===== config.mk =====
export PLATFORM = sky130hd
export DESIGN_NAME = packed_pixel_gamma_converter_unit
export DESIGN_NICKNAME = d
export VERILOG_FILES = /design/src/sv/ppgc_pkg.sv /design/src/sv/packed_pixel_gamma_converter_unit.sv /design/src/sv/ppgc_ram.sv
export SDC_FILE = /design/constraint.sdc
export NUM_CORES = 2
export LEC_CHECK = 0
export BUFFER_PORTS_ARGS = -buffer_cell sky130_fd_sc_hd__buf_4
export CORE_MARGIN = 2
export CORE_UTILIZATION = 35
export DETAILED_ROUTE_END_ITERATION = 8
export GPL_TIMING_DRIVEN = 0
export MAX_ROUTING_LAYER = met4
export PLACE_DENSITY_LB_ADDON = 0.12
export SETUP_SLACK_MARGIN = 0.05
export SYNTH_ARGS = -nofsm -noshare
export SYNTH_HDL_FRONTEND = slang
export SYNTH_HIERARCHICAL = 1
export SYNTH_SLANG_ARGS = --single-unit

===== constraint.sdc =====
create_clock -name clk -period 6.5 [get_ports clk]
set_clock_uncertainty 0.2 [all_clocks]
set_input_delay 0.65 -clock clk [delete_from_list [all_inputs] [get_ports clk]]
set_output_delay 0.65 -clock clk [all_outputs]
set_load 0.05 [all_outputs]

===== src/sv/ppgc_pkg.sv =====
// ppgc_pkg: shared codes and types for the packed pixel gamma converter
// no dependencies; imported by the top level
`default_nettype none

package ppgc_pkg;

  // pixel format register codes
  typedef logic [1:0] pix_fmt_t;
  localparam pix_fmt_t FMT_12BPP = 2'd0;
  localparam pix_fmt_t FMT_16BPP = 2'd1;
  localparam pix_fmt_t FMT_18BPP = 2'd2;
  localparam pix_fmt_t FMT_24BPP = 2'd3;
  localparam pix_fmt_t FMT_RESET = FMT_16BPP;

  // request command codes
  localparam logic CMD_CONVERT = 1'b0;
  localparam logic CMD_WRITE   = 1'b1;

  // raw table indices before widening to the table address
  localparam int IDX_W = 6;
  typedef logic [IDX_W-1:0] tbl_idx_t;

  typedef struct packed {
    tbl_idx_t r;
    tbl_idx_t g;
    tbl_idx_t b;
  } idx_set_t;

  // cut one packed word into red, green and blue table indices
  function automatic idx_set_t split_pixel(input pix_fmt_t fmt, input logic [23:0] w);
    idx_set_t s;
    s = '0;
    unique case (fmt)
      FMT_12BPP: begin
        s.r = {2'b00, w[15:12]};
        s.g = {2'b00, w[10:7]};
        s.b = {2'b00, w[4:1]};
      end
      FMT_16BPP: begin
        s.r = {1'b0, w[15:11]};
        s.g = w[10:5];
        s.b = {1'b0, w[4:0]};
      end
      FMT_18BPP: begin
        s.r = w[17:12];
        s.g = w[11:6];
        s.b = w[5:0];
      end
      default: begin
        s = '0;
      end
    endcase
    return s;
  endfunction

endpackage

`default_nettype wire


===== src/sv/packed_pixel_gamma_converter_unit.sv =====
// packed_pixel_gamma_converter_unit: top level of the pixel gamma converter
// depends on ppgc_pkg and ppgc_ram
//
// Usage:
//   The input channel (in_valid / in_stall) carries requests: cmd 0 converts
//   pixel_word under the current pixel_format, cmd 1 writes entry_value into
//   gamma table entry entry_index. Only converts give a result on the output
//   channel (out_valid / out_stall) as red_out, green_out and blue_out.
//   pixel_format is written through cfg_write / cfg_data while idle.
// Pipeline:
//   one request per cycle sustained while in_stall is low. The gamma ram
//   read registers at acceptance, and byte selection then loads the output
//   register from the ram stage when out_stall allows. The three colour
//   bytes sit in three ram copies, so one pixel reads all three.
// Reset:
//   rst clears the pipeline, sets pixel_format to 16bpp and clears one valid
//   flop per table entry; an unwritten entry reads as zero. No clearing pass.
// Stall:
//   out_stall holds the output register; the ram stage behind it still
//   fills, and in_stall rises only when both stages hold a pixel.
`default_nettype none

module packed_pixel_gamma_converter_unit #(
  parameter int TABLE_DEPTH = 64
) (
  input  wire logic                  clk,
  input  wire logic                  rst,
  input  wire logic                  cfg_write,
  input  wire ppgc_pkg::pix_fmt_t    cfg_data,
  input  wire logic                  in_valid,
  output logic                       in_stall,
  input  wire logic                  cmd,
  input  wire logic [23:0]           pixel_word,
  input  wire ppgc_pkg::tbl_idx_t    entry_index,
  input  wire logic [23:0]           entry_value,
  output logic                       out_valid,
  input  wire logic                  out_stall,
  output logic [7:0]                 red_out,
  output logic [7:0]                 green_out,
  output logic [7:0]                 blue_out
);

  import ppgc_pkg::*;

  localparam int AW = $clog2(TABLE_DEPTH);

  // configuration register
  pix_fmt_t pixel_format;

  always_ff @(posedge clk) begin
    if (rst) begin
      pixel_format <= FMT_RESET;
    end else if (cfg_write) begin
      pixel_format <= cfg_data;
    end
  end

  // handshake and stage control
  logic in_fire;
  logic out_move;
  logic s1_valid;
  logic s1_pass;
  logic s1_move;
  logic tbl_wr;
  logic px_rd;

  assign out_move = !out_valid || !out_stall;
  assign s1_move  = s1_valid && out_move;
  assign in_stall = s1_valid && !out_move;
  assign in_fire  = in_valid && !in_stall;
  assign tbl_wr   = in_fire && (cmd == CMD_WRITE);
  assign px_rd    = in_fire && (cmd == CMD_CONVERT);

  // index extraction and address widening
  idx_set_t        idx;
  logic [AW-1:0]   addr_r;
  logic [AW-1:0]   addr_g;
  logic [AW-1:0]   addr_b;
  logic [AW-1:0]   addr_w;

  assign idx    = split_pixel(pixel_format, pixel_word);
  assign addr_r = AW'(idx.r);
  assign addr_g = AW'(idx.g);
  assign addr_b = AW'(idx.b);
  assign addr_w = AW'(entry_index);

  // gamma table, one copy per colour byte
  logic [7:0] ram_r;
  logic [7:0] ram_g;
  logic [7:0] ram_b;

  ppgc_ram #(.WIDTH(8), .DEPTH(TABLE_DEPTH)) u_ram_r (
    .clk   (clk),
    .we    (tbl_wr),
    .waddr (addr_w),
    .wdata (entry_value[23:16]),
    .re    (px_rd),
    .raddr (addr_r),
    .rdata (ram_r)
  );

  ppgc_ram #(.WIDTH(8), .DEPTH(TABLE_DEPTH)) u_ram_g (
    .clk   (clk),
    .we    (tbl_wr),
    .waddr (addr_w),
    .wdata (entry_value[15:8]),
    .re    (px_rd),
    .raddr (addr_g),
    .rdata (ram_g)
  );

  ppgc_ram #(.WIDTH(8), .DEPTH(TABLE_DEPTH)) u_ram_b (
    .clk   (clk),
    .we    (tbl_wr),
    .waddr (addr_w),
    .wdata (entry_value[7:0]),
    .re    (px_rd),
    .raddr (addr_b),
    .rdata (ram_b)
  );

  // per-entry written flags, cleared at reset
  logic [TABLE_DEPTH-1:0] entry_ok;

  always_ff @(posedge clk) begin
    if (rst) begin
      entry_ok <= '0;
    end else if (tbl_wr) begin
      entry_ok[addr_w] <= 1'b1;
    end
  end

  // ram stage: control, flags sampled with the read, passthrough bytes
  logic        s1_ok_r;
  logic        s1_ok_g;
  logic        s1_ok_b;
  logic [23:0] s1_word;

  always_ff @(posedge clk) begin
    if (rst) begin
      s1_valid <= 1'b0;
    end else if (in_fire || s1_move) begin
      s1_valid <= px_rd;
    end
  end

  always_ff @(posedge clk) begin
    if (px_rd) begin
      s1_pass <= (pixel_format == FMT_24BPP);
      s1_ok_r <= entry_ok[addr_r];
      s1_ok_g <= entry_ok[addr_g];
      s1_ok_b <= entry_ok[addr_b];
      s1_word <= pixel_word;
    end
  end

  // byte selection
  logic [7:0] red_next;
  logic [7:0] green_next;
  logic [7:0] blue_next;

  always_comb begin
    if (s1_pass) begin
      red_next   = s1_word[23:16];
      green_next = s1_word[15:8];
      blue_next  = s1_word[7:0];
    end else begin
      red_next   = s1_ok_r ? ram_r : 8'd0;
      green_next = s1_ok_g ? ram_g : 8'd0;
      blue_next  = s1_ok_b ? ram_b : 8'd0;
    end
  end

  // output register
  always_ff @(posedge clk) begin
    if (rst) begin
      out_valid <= 1'b0;
    end else if (out_move) begin
      out_valid <= s1_valid;
    end
  end

  always_ff @(posedge clk) begin
    if (s1_move) begin
      red_out   <= red_next;
      green_out <= green_next;
      blue_out  <= blue_next;
    end
  end

  // checks
  a_stall_only_when_full: assert property (@(posedge clk) disable iff (rst)
    in_stall |-> (s1_valid && out_valid && out_stall))
    else $error("input stalled while a stage is free");

  a_write_no_result: assert property (@(posedge clk) disable iff (rst)
    (tbl_wr && !s1_valid) |=> !s1_valid)
    else $error("table write produced a pipeline entry");

  a_pass_bytes: assert property (@(posedge clk) disable iff (rst)
    (px_rd && (pixel_format == FMT_24BPP)) |=>
      (s1_valid && s1_pass && (s1_word == $past(pixel_word))))
    else $error("passthrough pixel lost its bytes");

  a_reset_clears: assert property (@(posedge clk)
    rst |=> (entry_ok == '0 && !s1_valid && !out_valid))
    else $error("reset left table flags or pipeline set");

endmodule

`default_nettype wire


===== src/sv/ppgc_ram.sv =====
// ppgc_ram: generic single write port, single read port ram
// registered read with read enable; no dependencies
`default_nettype none

module ppgc_ram #(
  parameter int WIDTH = 8,
  parameter int DEPTH = 64
) (
  input  wire logic                     clk,
  input  wire logic                     we,
  input  wire logic [$clog2(DEPTH)-1:0] waddr,
  input  wire logic [WIDTH-1:0]         wdata,
  input  wire logic                     re,
  input  wire logic [$clog2(DEPTH)-1:0] raddr,
  output logic      [WIDTH-1:0]         rdata
);

  logic [WIDTH-1:0] mem [DEPTH];

  // write port
  always_ff @(posedge clk) begin
    if (we) begin
      mem[waddr] <= wdata;
    end
  end

  // registered read, holds when not enabled
  always_ff @(posedge clk) begin
    if (re) begin
      rdata <= mem[raddr];
    end
  end

endmodule

`default_nettype wire


==> metrics.md <==
| Metric | Value |
|---|---|
| Status | complete, no violations |
| Setup tns final | 0 ns |
| DR WL/cell | 30.5 um |
| Die Width | 443 um |
| Crit path depth | 11 |
| Sw power | 5800 uW |
| Clock Sink Count | 1680 |
| Clock power frac | 40.1% |
| Crit path DAT | 6.33 ns |
| Share of the clock period used by the worst path | 93.4% |
| Final setup viols | 0 |
| Unrepaired setup endpoints after global routing | no |
| Util after Layout | 40.1% |
| CORE AREA | 192000 um^2 |
| Port Buffers | 84 |
| Peak VDD IR | 0.183 mV |
| Max stage delay cell, worst path | o41ai_1 |
| Count of cells along the worst register-to-register path | 11 |
| Origin of the critical flop-to-flop path | pixel_format[1] |
| Number of synthesized flops with an enable pin | 1612 |
| Filler cell count | 17300 |
| Fin crit period | 6.07 ns |
| Sequential cell area | 49800 um^2 |
| Crit Path Category | reg -> reg |
| Number of nets in the layout | 3919 |
| GPL Wtd Cong | 0.921 |
| Post-DP HPWL | 131000 um |
| Number of DRC markers in iteration 0 | 3532 |
| Clock buffer depth | 3 |
| DR vias | 36000 |
| Crit path cell chain | buf_2, buf_4, o21ai_0, clkbuf_1, buf_2, buf_4, clkbuf_1, buf_2, o221ai_1, o21a_1, o41ai_1 |
| Seq/Total Area, Yosys | 73.9% |
| Drt total wl | 199000 um |
| First-pass DRT Iterations | 6 |
| Via density | 5.51 |
| CP dominant cell by count | buf_2 |
| Die Height | 443 um |
| Worst Max-Slew Pin Slew | 1.43 ns |
| Register bit count reported by yosys | 1680 |
| Row Count | 161 |
| Post-CTS setup buffer count | 0 |
| Pwr Density | 310 nW/um^2 |
| Hold Fails Final Rpt | 0 |
| Initial antenna violation count | 13 |
| Largest net degree at the start of global routing | 65 |
| Share of cells above drive strength 1 | 22.4% |
| Cell Int Power | 18100 uW |
| Worst EP required | 6.76 ns |
| Worst-path maximum fanout | 10 |
| DRC violations left | 0 |
| Library cells used by synthesis | 73 |
| Gr usage total | 20.7% |
| FFs w/ async S/R, synth | 0% |
| Crit path launch | pixel_format[1] |
| Top delay family on crit path | buffers and inverters |
| Vias in the first global route | 36000 |
| Switching share of total power | 24.3% |
| Worst hold path class | in -> reg |
| Hold Path Cell Cnt | 2 |
| Combinational share of power | 9.8% |
| Leak | 0.0238 uW |
| Depth of the CTS H-tree | 4 |
| Share of power burned in registers | 50.1% |
| Syn Area/Cell | 18.9 um^2 |
| Post-CTS Hold Buffers | 29 |
| Syn nets | 3618 |
| Inserted Clock Buffers | 180 |
| Worst path bufs/invs | 7 |
| Max Cap Viol | 0 |
| Initial core utilization | 35.1% |
| HP Start | cmd |
| DIE AREA | 196000 um^2 |
| Cell Area, Synth | 67400 um^2 |
| Fmax | 165 MHz |
| Global-route wire length before repair | 280000 um |
| CTS tree | built |
| Slowest stage delay, CP | 0.97 ns |
| Endpoint class of the critical path | flop |
| Total congestion overflow | 0 |
| Area growth syn-to-layout | 14.4% |
| Clock-pin slew on the worst setup and hold paths | 0.06 ns |
| Area of the multi-input gates | 16400 um^2 |
| Clock Root Buffer | clkbuf_16 |
| Clk_lat worst skew | 0.84 ns |
| Ys Warns | 6 |
| Resized cells post-CTS | 0 |
| Worst slew margin relative to its limit | 4.35% |
| Synth Flop Type | edfxtp_1 |
| Startpoint class of the critical path | flop |
| Io pins | 88 |
| Final Slew Violations | 0 |
| Mapped Cells | 3556 |
| DRT antenna net count | 0 |
[final cells by class]
class | instances | area share (%)
repair buffers | 119 | 1.29
flip-flops and latches | 1680 | 64.6
well taps | 2526 | 4.10
diodes | 9 | 0.0292
multi-input cells | 1648 | 21.2
clock inverters | 93 | 0.875
clock buffers | 231 | 6.19
plain buffers | 204 | 1.56
inverters | 24 | 0.123
[logic make-up after synthesis]
group | after synthesis | synth area share (%)
compound gates | 399 | 4.18
xor+xnor | 1 | 0.0130
buf+inv | 228 | 1.93
flops | 1680 | 73.9
mux | 549 | 15.3
simple gates | 699 | 4.72
[power groups by stage]
| stage | registers, uW | logic, uW | clock network (uW) |
|---|---|---|---|
| 2_1_floorplan | 12200 | 1280 | 0 |
| 3_3_place_gp | 12200 | 2340 | 0 |
| 3_5_place_dp | 12200 | 2350 | 0 |
| 4_1_cts | 12000 | 2370 | 9820 |
| 5_1_grt | 12000 | 2460 | 10200 |
| 6_report | 12000 | 2350 | 9570 |
[Yosys cell counts (34+ instances only)]
library cell  count  area [um^2]
clkbuf_1         79          297
a21oi_1         106          531
nand2_1         127          477
edfxtp_1       1612        48400
o221ai_1         34          298
nor2b_1          60          375
mux2_2           47          529
mux2i_1         121         1210
nand3_1          43          215
nor3_1           35          175
buf_4            40          300
buf_2            44          220
o22ai_1          46          288
mux4_2          379         8540
dfxtp_1          68         1360
nor2_1          337         1260
[state kept, by name, indices dropped and copies added (netlist names), 8 cells and up]
| register | cells |
|---|---|
| red_out | 8 |
| blue_out | 8 |
| u_ram_g/mem | 512 |
| u_ram_b/rdata | 8 |
| u_ram_r/mem | 512 |
| u_ram_g/rdata | 8 |
| green_out | 8 |
| u_ram_r/rdata | 8 |
| u_ram_b/mem | 512 |
| s1_word | 24 |
| entry_ok | 64 |
[worst reg2reg max path, cell delays in order (launching register included)]
cell      delay [ns]
dfxtp_1         0.33
buf_2           0.19
buf_4           0.19
o21ai_0         0.73
clkbuf_1        0.52
buf_2           0.42
buf_4           0.33
clkbuf_1        0.80
buf_2           0.59
o221ai_1        0.23
o21a_1          0.21
o41ai_1         0.97
[stage by stage]
stage / hold slack, ns / cells / setup slack (ns) / area (um^2) / total power [uW]
after detailed placement: 0.287 / 6171 / 0.0752 / 71300 / 14500
after CTS: 0.0233 / 6524 / 0.314 / 77000 / 24200
final: 0.0785 / 6534 / 0.431 / 77100 / 23900
after global routing: 0.0585 / 6533 / 0.217 / 77100 / 24600
after global placement: 0.270 / 6166 / 0.106 / 71200 / 14500
after floorplan: 0.253 / 3556 / 2.80 / 67400 / 13500
[layout by cell type, fill, tap and decap left out, drive strengths merged, types with 60 or more instances in the layout]
cell and instances:
edfxtp 1612, mux4 379, nor2 337, clkbuf 311
buf 214, nand2 127, mux2i 121, a21oi 108
clkinv 77, dfxtp 68, nor2b 60
[worst paths after layout]
kind                 endpoint  slack (ns)
max          u_ram_g/rdata[5]        0.43
min reg2reg         out_valid        0.30
max reg2reg  u_ram_g/rdata[5]        0.43
min                s1_word[4]        0.08
[per-layer routing]
metal	vias to the layer above	global-route usage (%)	wire length, um
li1	15200	-	-
met1	19400	27.6	86400
met2	1137	32.9	97000
met3	277	3.17	10200
met4	0	6.35	5600
met5	-	-	0
No activity file was read; power rests on OpenSTA's default activity.
